$ cat src/rtl/tsl_pkg.sv
// ----------------------------------------------------------------------------
// tsl_pkg
// Shared types and constants for the triangle strip to list converter.
// ----------------------------------------------------------------------------
package tsl_pkg;

    localparam int WORD_W   = 16;
    localparam int INDEX_W  = 15;
    localparam int FLAG_BIT = 15;
    localparam int Q_DEPTH  = 4;
    localparam int Q_PTR_W  = $clog2(Q_DEPTH);
    localparam int Q_CNT_W  = $clog2(Q_DEPTH + 1);

    typedef logic [INDEX_W-1:0] vidx_t;

    typedef struct packed {
        vidx_t a;
        vidx_t b;
        vidx_t c;
    } tri_t;

    // One request's worth of triangles: one or two.
    typedef struct packed {
        logic two;
        tri_t first;
        tri_t second;
    } batch_t;

endpackage

$ cat src/rtl/triangle_strip_to_list.sv
// ----------------------------------------------------------------------------
// triangle_strip_to_list
// Converts triangle-strip index words into a stream of triangles.
//
//   channel | handshake            | payload
//   --------+----------------------+----------------------------------
//   input   | in_valid / in_ready  | strip_word[15:0], end_of_list
//   output  | out_valid/ out_ready | vert_a, vert_b, vert_c, run_end
//
// One request accepted per cycle while the batch queue has room; each
// request's triangles go through the batch queue into the output register.
// A final word can yield two triangles, which leave one after the other
// through the single output register; that register sets the output rate.
// rst_n clears the strip state, empties the queue and drops out_valid.
// Output stalls fill the four-entry queue, then drop in_ready.
// ----------------------------------------------------------------------------
module triangle_strip_to_list
(
    input  logic                        clk,
    input  logic                        rst_n,
    input  logic                        in_valid,
    output logic                        in_ready,
    input  logic [tsl_pkg::WORD_W-1:0]  strip_word,
    input  logic                        end_of_list,
    output logic                        out_valid,
    input  logic                        out_ready,
    output tsl_pkg::vidx_t              vert_a,
    output tsl_pkg::vidx_t              vert_b,
    output tsl_pkg::vidx_t              vert_c,
    output logic                        run_end
);

    logic            take;
    logic            push;
    logic            pop;
    logic            q_not_empty;
    tsl_pkg::batch_t push_data;
    tsl_pkg::batch_t pop_data;

    assign take = in_valid && in_ready;

    tsl_front u_front
    (
        .clk   (clk),
        .rst_n (rst_n),
        .take  (take),
        .word  (strip_word),
        .last  (end_of_list),
        .push  (push),
        .batch (push_data)
    );

    tsl_queue u_queue
    (
        .clk       (clk),
        .rst_n     (rst_n),
        .push      (push),
        .push_data (push_data),
        .not_full  (in_ready),
        .pop       (pop),
        .not_empty (q_not_empty),
        .pop_data  (pop_data)
    );

    tsl_back u_back
    (
        .clk         (clk),
        .rst_n       (rst_n),
        .q_not_empty (q_not_empty),
        .q_data      (pop_data),
        .q_pop       (pop),
        .out_valid   (out_valid),
        .out_ready   (out_ready),
        .vert_a      (vert_a),
        .vert_b      (vert_b),
        .vert_c      (vert_c),
        .run_end     (run_end)
    );

endmodule

$ cat src/rtl/tsl_front.sv
// ----------------------------------------------------------------------------
// tsl_front
// Holds one word of lookahead, tracks the strip state and forms the
// triangles caused by each accepted request.
// ----------------------------------------------------------------------------
module tsl_front
(
    input  logic                             clk,
    input  logic                             rst_n,
    input  logic                             take,
    input  logic [tsl_pkg::WORD_W-1:0]       word,
    input  logic                             last,
    output logic                             push,
    output tsl_pkg::batch_t                  batch
);

    logic [tsl_pkg::WORD_W-1:0] held_word_reg, held_word_next;
    logic                       held_valid_reg, held_valid_next;
    tsl_pkg::vidx_t             older_reg, older_next;
    tsl_pkg::vidx_t             newer_reg, newer_next;
    logic [1:0]                 count_reg, count_next;
    logic                       cw_reg, cw_next;

    logic           restart;
    logic [1:0]     cnt1, cnt2;
    logic           cw1, cw2;
    logic           made0, made1;
    tsl_pkg::vidx_t hv, cv, old1, new1;
    tsl_pkg::tri_t  t0, t1;

    always_comb
    begin
        hv      = held_word_reg[tsl_pkg::INDEX_W-1:0];
        cv      = word[tsl_pkg::INDEX_W-1:0];
        restart = held_word_reg[tsl_pkg::FLAG_BIT] & word[tsl_pkg::FLAG_BIT];

        // held word, processed with the new word as lookahead
        cnt1  = restart ? 2'd0 : count_reg;
        cw1   = restart ? 1'b1 : cw_reg;
        made0 = held_valid_reg && (cnt1 == 2'd2);
        t0.a  = cw1 ? older_reg : hv;
        t0.b  = newer_reg;
        t0.c  = cw1 ? hv : older_reg;
        if (held_valid_reg)
        begin
            old1 = newer_reg;
            new1 = hv;
            cw2  = made0 ? ~cw1 : cw1;
            cnt2 = made0 ? cnt1 : cnt1 + 2'd1;
        end
        else
        begin
            old1 = older_reg;
            new1 = newer_reg;
            cw2  = cw_reg;
            cnt2 = count_reg;
        end

        // final word, no restart test
        made1 = last && (cnt2 == 2'd2);
        t1.a  = cw2 ? old1 : cv;
        t1.b  = new1;
        t1.c  = cw2 ? cv : old1;

        push         = take && (made0 || made1);
        batch.two    = made0 && made1;
        batch.first  = made0 ? t0 : t1;
        batch.second = t1;

        held_word_next  = held_word_reg;
        held_valid_next = held_valid_reg;
        older_next      = older_reg;
        newer_next      = newer_reg;
        count_next      = count_reg;
        cw_next         = cw_reg;
        if (take)
        begin
            if (last)
            begin
                held_word_next  = '0;
                held_valid_next = 1'b0;
                older_next      = '0;
                newer_next      = '0;
                count_next      = 2'd0;
                cw_next         = 1'b1;
            end
            else
            begin
                held_word_next  = word;
                held_valid_next = 1'b1;
                older_next      = old1;
                newer_next      = new1;
                count_next      = cnt2;
                cw_next         = cw2;
            end
        end
    end

    always_ff @(posedge clk or negedge rst_n)
    begin
        if (!rst_n)
        begin
            held_word_reg  <= '0;
            held_valid_reg <= 1'b0;
            older_reg      <= '0;
            newer_reg      <= '0;
            count_reg      <= 2'd0;
            cw_reg         <= 1'b1;
        end
        else
        begin
            held_word_reg  <= held_word_next;
            held_valid_reg <= held_valid_next;
            older_reg      <= older_next;
            newer_reg      <= newer_next;
            count_reg      <= count_next;
            cw_reg         <= cw_next;
        end
    end

    a_count_sat: assert property (@(posedge clk) disable iff (!rst_n)
        count_reg != 2'd3)
        else $error("vertex count past saturation");

    a_idle_clean: assert property (@(posedge clk) disable iff (!rst_n)
        !held_valid_reg |-> (count_reg == 2'd0 && cw_reg))
        else $error("strip state not clean with nothing held");

endmodule

$ cat src/rtl/tsl_queue.sv
// ----------------------------------------------------------------------------
// tsl_queue
// Small FIFO of triangle batches between the front and back parts.
// ----------------------------------------------------------------------------
module tsl_queue
(
    input  logic            clk,
    input  logic            rst_n,
    input  logic            push,
    input  tsl_pkg::batch_t push_data,
    output logic            not_full,
    input  logic            pop,
    output logic            not_empty,
    output tsl_pkg::batch_t pop_data
);

    tsl_pkg::batch_t                mem_reg [tsl_pkg::Q_DEPTH];
    logic [tsl_pkg::Q_PTR_W-1:0]    wr_ptr_reg, wr_ptr_next;
    logic [tsl_pkg::Q_PTR_W-1:0]    rd_ptr_reg, rd_ptr_next;
    logic [tsl_pkg::Q_CNT_W-1:0]    count_reg, count_next;

    localparam logic [tsl_pkg::Q_PTR_W-1:0] LAST_PTR = tsl_pkg::Q_PTR_W'(tsl_pkg::Q_DEPTH - 1);
    localparam logic [tsl_pkg::Q_CNT_W-1:0] FULL_CNT = tsl_pkg::Q_CNT_W'(tsl_pkg::Q_DEPTH);

    assign not_full  = count_reg != FULL_CNT;
    assign not_empty = count_reg != '0;
    assign pop_data  = mem_reg[rd_ptr_reg];

    always_comb
    begin
        wr_ptr_next = wr_ptr_reg;
        rd_ptr_next = rd_ptr_reg;
        count_next  = count_reg;
        if (push)
            wr_ptr_next = (wr_ptr_reg == LAST_PTR) ? '0 : wr_ptr_reg + 1'b1;
        if (pop)
            rd_ptr_next = (rd_ptr_reg == LAST_PTR) ? '0 : rd_ptr_reg + 1'b1;
        if (push && !pop)
            count_next = count_reg + 1'b1;
        else if (pop && !push)
            count_next = count_reg - 1'b1;
    end

    always_ff @(posedge clk)
    begin
        if (push)
            mem_reg[wr_ptr_reg] <= push_data;
    end

    always_ff @(posedge clk or negedge rst_n)
    begin
        if (!rst_n)
        begin
            wr_ptr_reg <= '0;
            rd_ptr_reg <= '0;
            count_reg  <= '0;
        end
        else
        begin
            wr_ptr_reg <= wr_ptr_next;
            rd_ptr_reg <= rd_ptr_next;
            count_reg  <= count_next;
        end
    end

    a_no_overflow: assert property (@(posedge clk) disable iff (!rst_n)
        push |-> (not_full || pop))
        else $error("push into full queue");

    a_no_underflow: assert property (@(posedge clk) disable iff (!rst_n)
        pop |-> not_empty)
        else $error("pop from empty queue");

endmodule

$ cat src/rtl/tsl_back.sv
// ----------------------------------------------------------------------------
// tsl_back
// Output register: takes batches from the queue and hands out their
// triangles one at a time, flagging the last of each batch.
// ----------------------------------------------------------------------------
module tsl_back
(
    input  logic            clk,
    input  logic            rst_n,
    input  logic            q_not_empty,
    input  tsl_pkg::batch_t q_data,
    output logic            q_pop,
    output logic            out_valid,
    input  logic            out_ready,
    output tsl_pkg::vidx_t  vert_a,
    output tsl_pkg::vidx_t  vert_b,
    output tsl_pkg::vidx_t  vert_c,
    output logic            run_end
);

    logic            busy_reg, busy_next;
    logic            phase_reg, phase_next;
    tsl_pkg::batch_t batch_reg, batch_next;
    tsl_pkg::tri_t   cur;
    logic            done;

    always_comb
    begin
        cur       = phase_reg ? batch_reg.second : batch_reg.first;
        run_end   = !batch_reg.two || phase_reg;
        out_valid = busy_reg;
        vert_a    = cur.a;
        vert_b    = cur.b;
        vert_c    = cur.c;
        done      = busy_reg && out_ready && run_end;
        q_pop     = q_not_empty && (!busy_reg || done);

        busy_next  = busy_reg;
        phase_next = phase_reg;
        batch_next = batch_reg;
        if (q_pop)
        begin
            busy_next  = 1'b1;
            phase_next = 1'b0;
            batch_next = q_data;
        end
        else if (done)
        begin
            busy_next  = 1'b0;
            phase_next = 1'b0;
        end
        else if (busy_reg && out_ready)
            phase_next = 1'b1;
    end

    always_ff @(posedge clk)
    begin
        batch_reg <= batch_next;
    end

    always_ff @(posedge clk or negedge rst_n)
    begin
        if (!rst_n)
        begin
            busy_reg  <= 1'b0;
            phase_reg <= 1'b0;
        end
        else
        begin
            busy_reg  <= busy_next;
            phase_reg <= phase_next;
        end
    end

    a_phase_legal: assert property (@(posedge clk) disable iff (!rst_n)
        phase_reg |-> (busy_reg && batch_reg.two))
        else $error("second triangle selected without a pair");

    a_pair_advance: assert property (@(posedge clk) disable iff (!rst_n)
        (busy_reg && out_ready && !run_end) |=> (busy_reg && phase_reg))
        else $error("pair did not advance to second triangle");

endmodule

$ cat config.mk
export PLATFORM = sky130hd
export DESIGN_NAME = triangle_strip_to_list
export DESIGN_NICKNAME = d
export VERILOG_FILES = /design/src/rtl/tsl_pkg.sv /design/src/rtl/triangle_strip_to_list.sv /design/src/rtl/tsl_front.sv /design/src/rtl/tsl_queue.sv /design/src/rtl/tsl_back.sv
export SDC_FILE = /design/constraint.sdc
export NUM_CORES = 1
export LEC_CHECK = 0
export ABC_AREA = 1
export BUFFER_PORTS_ARGS = -buffer_cell sky130_fd_sc_hd__buf_2
export CAP_MARGIN = 10
export CORE_MARGIN = 3
export CORE_UTILIZATION = 45
export CTS_CLUSTER_DIAMETER = 60
export DETAILED_ROUTE_END_ITERATION = 10
export HOLD_SLACK_MARGIN = 0.06
export PLACE_DENSITY = 0.66
export SLEW_MARGIN = 20
export SYNTH_ARGS = -nofsm -noshare
export SYNTH_HDL_FRONTEND = slang
export SYNTH_SLANG_ARGS = --single-unit
$ cat constraint.sdc
create_clock -name clk -period 6.4 [get_ports clk]
set_input_delay 0.96 -clock clk [delete_from_list [all_inputs] [get_ports clk]]
set_output_delay 0.96 -clock clk [all_outputs]
set_load 0.02 [all_outputs]
==> flow_summary.yaml, run 1 <==
drt:
  wl_per_cell_um: 20.7
  antenna_left: 0
  drt-initial-drc-count: 1404
  wl_um: 48800
  via_count: 13100
  viasPerCell: 5.55
  drc: 0
  drt_pass1_iterations: 5
pwr:
  sw_frac_of_total_pct: 36.6
  powerDensity_nw_per_um2: 515
  seqPwrFrac_pct: 44.2
  switchingPower_w: 0.00434
  pwr-share-clk_pct: 24.5
  p_leak_nw: 8.28
  finalPower_w: 0.0119
  p_comb_share_pct: 31.3
  p_int_w: 0.00753
  vdd_drop_max_v: 0.000345
yosys:
  synth_warnings: 0
  synth.avg_cell_area_um2: 12.2
  synthCells: 1693
  synthDistinctLibCells: 29
  synth-seq-cells: 514
  ys_top_cells_by_area: "edfxtp_1 (66%), dfrtp_1 (7.0%), o21ai_0 (7.0%), nand2_1 (4.4%), o22ai_1 (3.7%)"
  synth_area_um2: 20600
  synth_top_area_cell: "edfxtp_1"
  syn_nets: 1722
  ys_seq_area_share_pct: 73.5
  synth_top_cell_area_share_pct: 66.4
worst_setup_path:
  r2r-start: "u_back.phase_reg"
  r2r_cells: 10
  cp_max_fo: 48
  r2r_end: "u_queue.count_reg[1]"
  arrival_ns: 4.19
  critPathRequiredTime_ns: 6.87
  end_kind: "flip-flop"
  critPathCapture: "u_queue.count_reg[1]"
  reg2reg_setup_slack_ns: 2.68
  startpoint_type: "flip-flop"
  critPathKind: "reg2reg"
  startpoint: "u_back.phase_reg"
final_layout:
  syn_to_final_growth_pct: 12.0
  largest_reg_flops: 364
  drive_gt1_share_pct: 11.2
  diodes: 0
  final_net_count: 1756
  fin_area_um2: 23100
global_route:
  grt_overflow_total: 0
  grt_max_degree: 99
  grt_pass1_vias: 12400
  grt_antenna_before_repair: 0
  grt_first_pass_wirelength_um: 74500
  track_usage_pct: 20.2
sta:
  min_period_ns: 3.72
  final_max_slew_viol_count: 0
  finalCritPeriodShare_pct: 58.1
  relSlewSlack_pct: 29.3
  finClkSkew_ns: 0.0311
  totalNegativeSetupSlack_ns: 0
  rsz0062_at_grt: "no"
  worst_slew_pin_slew_ns: 1.06
  finalHoldViolCount: 0
  clock.fmax_mhz: 269
  final-setup-viol-count: 0
clock_network:
  cts.sinks: 514
  numCtsBuffers: 52
  cts_tree: "built"
  clock_latency_ns: 0.59
  cts_hold_buf: 0
  cts_resized: 0
  cts_max_level: 2
  clk_pin_slew_worst_paths_ns: 0.06
  post_cts_buffers: 0
  clock_path_buffers: 3
  cts-root-buf: "clkbuf_16"
placed_design:
  dpl-instance-area_um2: 21400
  gp_congestion: 0.897
  port_buffers: 68
  dp_hpwl_um: 28900
floorplanning:
  pin_count: 69
  die_h_um: 220
  core_area_um2: 44700
  die_area_um2: 48400
  die_w_um: 220
  start_util_pct: 46.1
  num_rows: 77
job:
  drv_cap: 0
hold_path:
  min_path_type: "reg2reg"
run_status:
  status: "completed"
==> worst min path at each step <==
stage,cells past startpoint,endpoint,startpoint,slack (ns)
3_3_place_gp,1,u_queue.count_reg[2],u_queue.count_reg[2],0.49
3_5_place_dp,1,u_queue.count_reg[2],u_queue.count_reg[2],0.49
6_report,1,u_queue.count_reg[2],u_queue.count_reg[2],0.49
4_1_cts,1,u_queue.count_reg[2],u_queue.count_reg[2],0.50
2_1_floorplan,1,u_queue.count_reg[2],u_queue.count_reg[2],0.47
5_1_grt,1,u_queue.count_reg[2],u_queue.count_reg[2],0.52
==> layout make-up <==
| class | count | area [um2] |
|---|---|---|
| clock inverters | 17 | 161 |
| repair buffers | 88 | 490 |
| inverters | 109 | 412 |
| fillers | 3855 | 21600 |
| flip-flops and latches | 514 | 15200 |
| clock buffers | 80 | 1490 |
| multi-input cells | 962 | 4610 |
| well taps | 592 | 741 |
==> through the flow <==
| step | instances | util, % | hold slack [ns] | setup WS [ns] |
|---|---|---|---|---|
| floorplan | 1693 | - | 0.469 | 0.00229 |
| global placement | 2265 | 47.9 | 0.489 | 2.26 |
| detailed placement | 2265 | 47.9 | 0.492 | 2.15 |
| CTS | 2362 | 51.6 | 0.500 | 2.13 |
| global route | 2362 | 51.6 | 0.518 | 2.37 |
| finish | 2362 | 51.6 | 0.491 | 2.68 |
==> layer usage <==
metal,track usage (%),wire length (um)
met4,6.33,1420
met3,3.45,3550
met5,0,0
met2,31.5,22700
met1,29.2,21100
==> kinds of logic (layout without fill, tap and decap cells) <==
| group | count (synthesis) | in the layout | synth area share (%) |
|---|---|---|---|
| fa+ha+maj | 8 | 8 | 0.523 |
| xor+xnor | 2 | 2 | 0.0851 |
| flops | 514 | 514 | 73.5 |
| buf+inv | 217 | 294 | 4.25 |
| compound gates | 498 | 498 | 13.1 |
| simple gates | 453 | 453 | 8.50 |
| mux | 1 | 1 | 0.0547 |
==> synthesized netlist by cell type, drive strengths merged <==
master	number
a22o	1
o22ai	121
inv	109
a22oi	1
xnor2	2
o21ai	340
fa	1
nor3	1
ha	7
a21oi	35
dfstp	1
nor2	195
edfxtp	455
mux2	1
nand2	250
buf	28
nand3	7
clkbuf	80
dfrtp	58
==> power groups by stage <==
stage | combinational, W | clock (W) | sequential, W
3_3_place_gp | 0.00363 | 0 | 0.00529
4_1_cts | 0.00375 | 0.00295 | 0.00525
2_1_floorplan | 0.00260 | 0 | 0.00514
6_report | 0.00372 | 0.00291 | 0.00524
5_1_grt | 0.00413 | 0.00310 | 0.00532
3_5_place_dp | 0.00374 | 0 | 0.00531
==> layout by cell type, fill, tap and decap left out, drive strengths merged <==
cell type and n:
buf 88, clkinvlp 3, bufinv 2, clkinv 12
o22ai 121, nor3 1, ha 7, a21oi 35
nand3 7, edfxtp 455, o21ai 340, mux2 1
nand2 250, dfstp 1, a22oi 1, xnor2 2
inv 109, a22o 1, fa 1, clkbuf 80
nor2 195, dfrtp 58
==> worst max-delay path: stages, from the launching register on <==
cell and delay, ns:
dfrtp_4 0.84, inv_2 0.58, a21oi_1 0.37, nor2_1 0.10, nor2_4 0.08, buf_4 0.50
inv_1 0.10, ha_1 0.20, inv_1 0.10, fa_1 0.42, mux2_2 0.27
(Power assumes the default switching activity.)
==> run 2, diff against run 1 <==
Settings changed: ABC_AREA 1 to 0.
Clock period 6.4 ns to 3.19 ns, I/O delays scaled along.
==> run 2 against run 1 <==
Net effect:
- final cell count shrank 20%
- routed wire length is 11% lower
- clock skew fell by 0.0082 ns
- worst setup slack worse by 2.4 ns
- largest cell class unchanged
- highest routed layer unchanged
==> flow_summary.yaml, run 2 <==
sta:
  worst_slew_pin_slew_ns: 0.913
  min_period_ns: 2.89
  worst_slack_ns: 0.305
  final_max_slew_viol_count: 0
  relSlewSlack_pct: 39.1
  finalHoldViolCount: 0
  rsz0062_at_grt: "no"
  clock.fmax_mhz: 347
  finalCritPeriodShare_pct: 90.4
  finClkSkew_ns: 0.0230
  final-setup-viol-count: 0
pwr:
  vdd_drop_max_v: 0.000535
  powerDensity_nw_per_um2: 922
  p_leak_nw: 8.20
  seqPwrFrac_pct: 44.5
  pwr-share-clk_pct: 26.3
  finalPower_w: 0.0219
  p_int_w: 0.0151
  switchingPower_w: 0.00675
  sw_frac_of_total_pct: 30.8
  p_comb_share_pct: 29.2
clock_network:
  cts.sinks: 514
  clk_pin_slew_worst_paths_ns: 0.06
  cts_max_level: 2
  clock_latency_ns: 0.59
  cts-root-buf: "clkbuf_16"
  post_cts_buffers: 0
  cts_tree: "built"
  clock_path_buffers: 3
  numCtsBuffers: 54
final_layout:
  largest_reg_flops: 364
  final_util_pct: 53.0
  n_fill_cell: 3559
  final_cell_mix: "edfxtp_1 (455), nand2_1 (128), mux4_2 (91)"
  layout_commonest_cell: "edfxtp_1"
  final_net_count: 1295
  drive_gt1_share_pct: 28.9
  syn_to_final_growth_pct: 15.0
  multi_input_area_um2: 5260
  final_cells: 1899
  seq_area_um2: 15200
drt:
  via_count: 10600
  drc: 0
  viasPerCell: 5.56
  drt-initial-drc-count: 923
  wl_um: 43500
  drt_pass1_iterations: 5
  wl_per_cell_um: 22.9
  antenna_left: 0
worst_setup_path:
  slowest_stage: "dfrtp_1"
  cp_cell_sequence: "a21boi_0 -> inv_1 -> ha_1 -> nor2b_1 -> nand3b_1 -> a31o_1 -> a21oi_4 -> ha_2 -> inv_1 -> fa_1 -> xor2_1 -> nor2_1 -> xor2_1"
  cp_max_fo: 8
  end_kind: "flip-flop"
  critPathRequiredTime_ns: 3.70
  critPathKind: "reg2reg"
  crit_path_max_incr_delay_ns: 0.42
  arrival_ns: 3.40
  r2r-start: "u_front.held_word_reg[15]"
  crit_family: "adder cells"
  startpoint: "u_front.held_word_reg[15]"
  path_buf_inv: 2
  startpoint_type: "flip-flop"
placed_design:
  port_buffers: 68
  dp_slack_ns: 0.127
  dp_hpwl_um: 28100
  dp_cells: 1801
  gp_congestion: 0.853
yosys:
  synth-seq-cells: 514
  synth_warnings: 0
  synthCells: 1149
  synth_area_um2: 20600
  ys_async_sr_fraction_pct: 11.5
  synth_top_area_cell: "edfxtp_1"
  syn_nets: 1178
  synth-edff-count: 455
  synth.avg_cell_area_um2: 18.0
  ys.flop_type: "edfxtp_1"
  netlist_top_cells_count: "edfxtp_1 (455), nand2_1 (130), mux4_2 (91), mux2_2 (78), dfrtp_1 (58)"
  ys_top_cells_by_area: "edfxtp_1 (66%), mux4_2 (9.9%), dfrtp_1 (7.0%), mux2_2 (4.3%), nand2_1 (2.4%)"
  synth_most_common_cell: "edfxtp_1"
  synthDistinctLibCells: 46
  synth_top_cell_area_share_pct: 66.2
  ys_seq_area_share_pct: 73.3
global_route:
  grt_antenna_before_repair: 1
  grt_overflow_total: 0
  track_usage_pct: 18.3
  grt_pass1_vias: 10700
  grt_max_degree: 71
  grt_first_pass_wirelength_um: 66200
floorplanning:
  die_h_um: 220
  num_rows: 77
  pin_count: 69
  core_area_um2: 44800
  start_util_pct: 46.1
  die_w_um: 220
  die_area_um2: 48500
run_status:
  status: "completed"
hold_path:
  hp-start: "out_ready"
  min_path_type: "in2reg"
job:
  drv_cap: 0
==> run 2: final cells by class <==
class | count | area share [%]
flip-flops and latches | 514 | 63.8
multi-input cells | 567 | 22.1
clock buffers | 74 | 6.09
repair buffers | 123 | 4.08
well taps | 592 | 3.12
clock inverters | 21 | 0.680
inverters | 6 | 0.0948
diodes | 2 | 0.0211
==> run 2: power by group through the flow <==
stage / Sequential, W / Combinational (W) / Clock (W)
2_1_floorplan: 0.00952 / 0.00450 / 0
3_3_place_gp: 0.00982 / 0.00640 / 0
3_5_place_dp: 0.00986 / 0.00652 / 0
4_1_cts: 0.00973 / 0.00654 / 0.00591
5_1_grt: 0.00984 / 0.00696 / 0.00615
6_report: 0.00974 / 0.00640 / 0.00576
==> run 2: layer usage <==
layer	GRT usage (%)	up-vias	wire length (um)
li1	-	4711	-
met1	26.2	5472	19200
met2	29.2	313	21000
met3	3.58	54	2680
met4	4.94	0	705
met5	0	-	0
==> run 2: stage by stage <==
step / hold slack (ns) / TNS (ns) / area [um2]
after detailed placement: 0.508 / 0 / 22100
after global placement: 0.506 / 0 / 22100
after CTS: 0.150 / 0 / 23700
final: 0.184 / 0 / 23800
after global routing: 0.191 / 0 / 23700
after floorplan: 0.183 / -83.69 / 20700
==> run 2: cells by family (layout without fill, tap and decap cells) <==
kind of cell | after synthesis | after routing | share of synthesized area, %
DFF | 514 | 514 | 73.3
and+or+nand+nor | 261 | 261 | 5.95
muxes | 186 | 186 | 15.0
AOI/OAI and AO/OA | 109 | 109 | 3.61
buffers and inverters | 68 | 224 | 1.45
adders and majority gates | 8 | 8 | 0.521
xor gates and xnor gates | 3 | 3 | 0.127
other | 0 | 2 | 0
==> run 2: path summary, 6_finish.rpt <==
path	endpoint	slack [ns]	depth (start not counted)
min	u_back.phase_reg	0.18	3
max	u_queue.count_reg[2]	0.30	13
min in group asynchronous	u_back.phase_reg	0.56	2
max in group asynchronous	u_front.held_word_reg[8]	1.85	3
max reg2reg	u_queue.count_reg[2]	0.30	13
min reg2reg	u_front.cw_reg	0.52	2
==> run 2: timing repair <==
item,CTS,global route
gates resized for setup,0,0
endpoints found under the hold margin,29,0
hold buffers,1,0
==> run 2: worst reg2reg max path, cell delays in order (launching register included) <==
cell,delay (ns)
dfrtp_1,0.42
a21boi_0,0.27
inv_1,0.08
ha_1,0.27
nor2b_1,0.19
nand3b_1,0.10
a31o_1,0.26
a21oi_4,0.18
ha_2,0.20
inv_1,0.05
fa_1,0.37
xor2_1,0.17
nor2_1,0.11
xor2_1,0.14
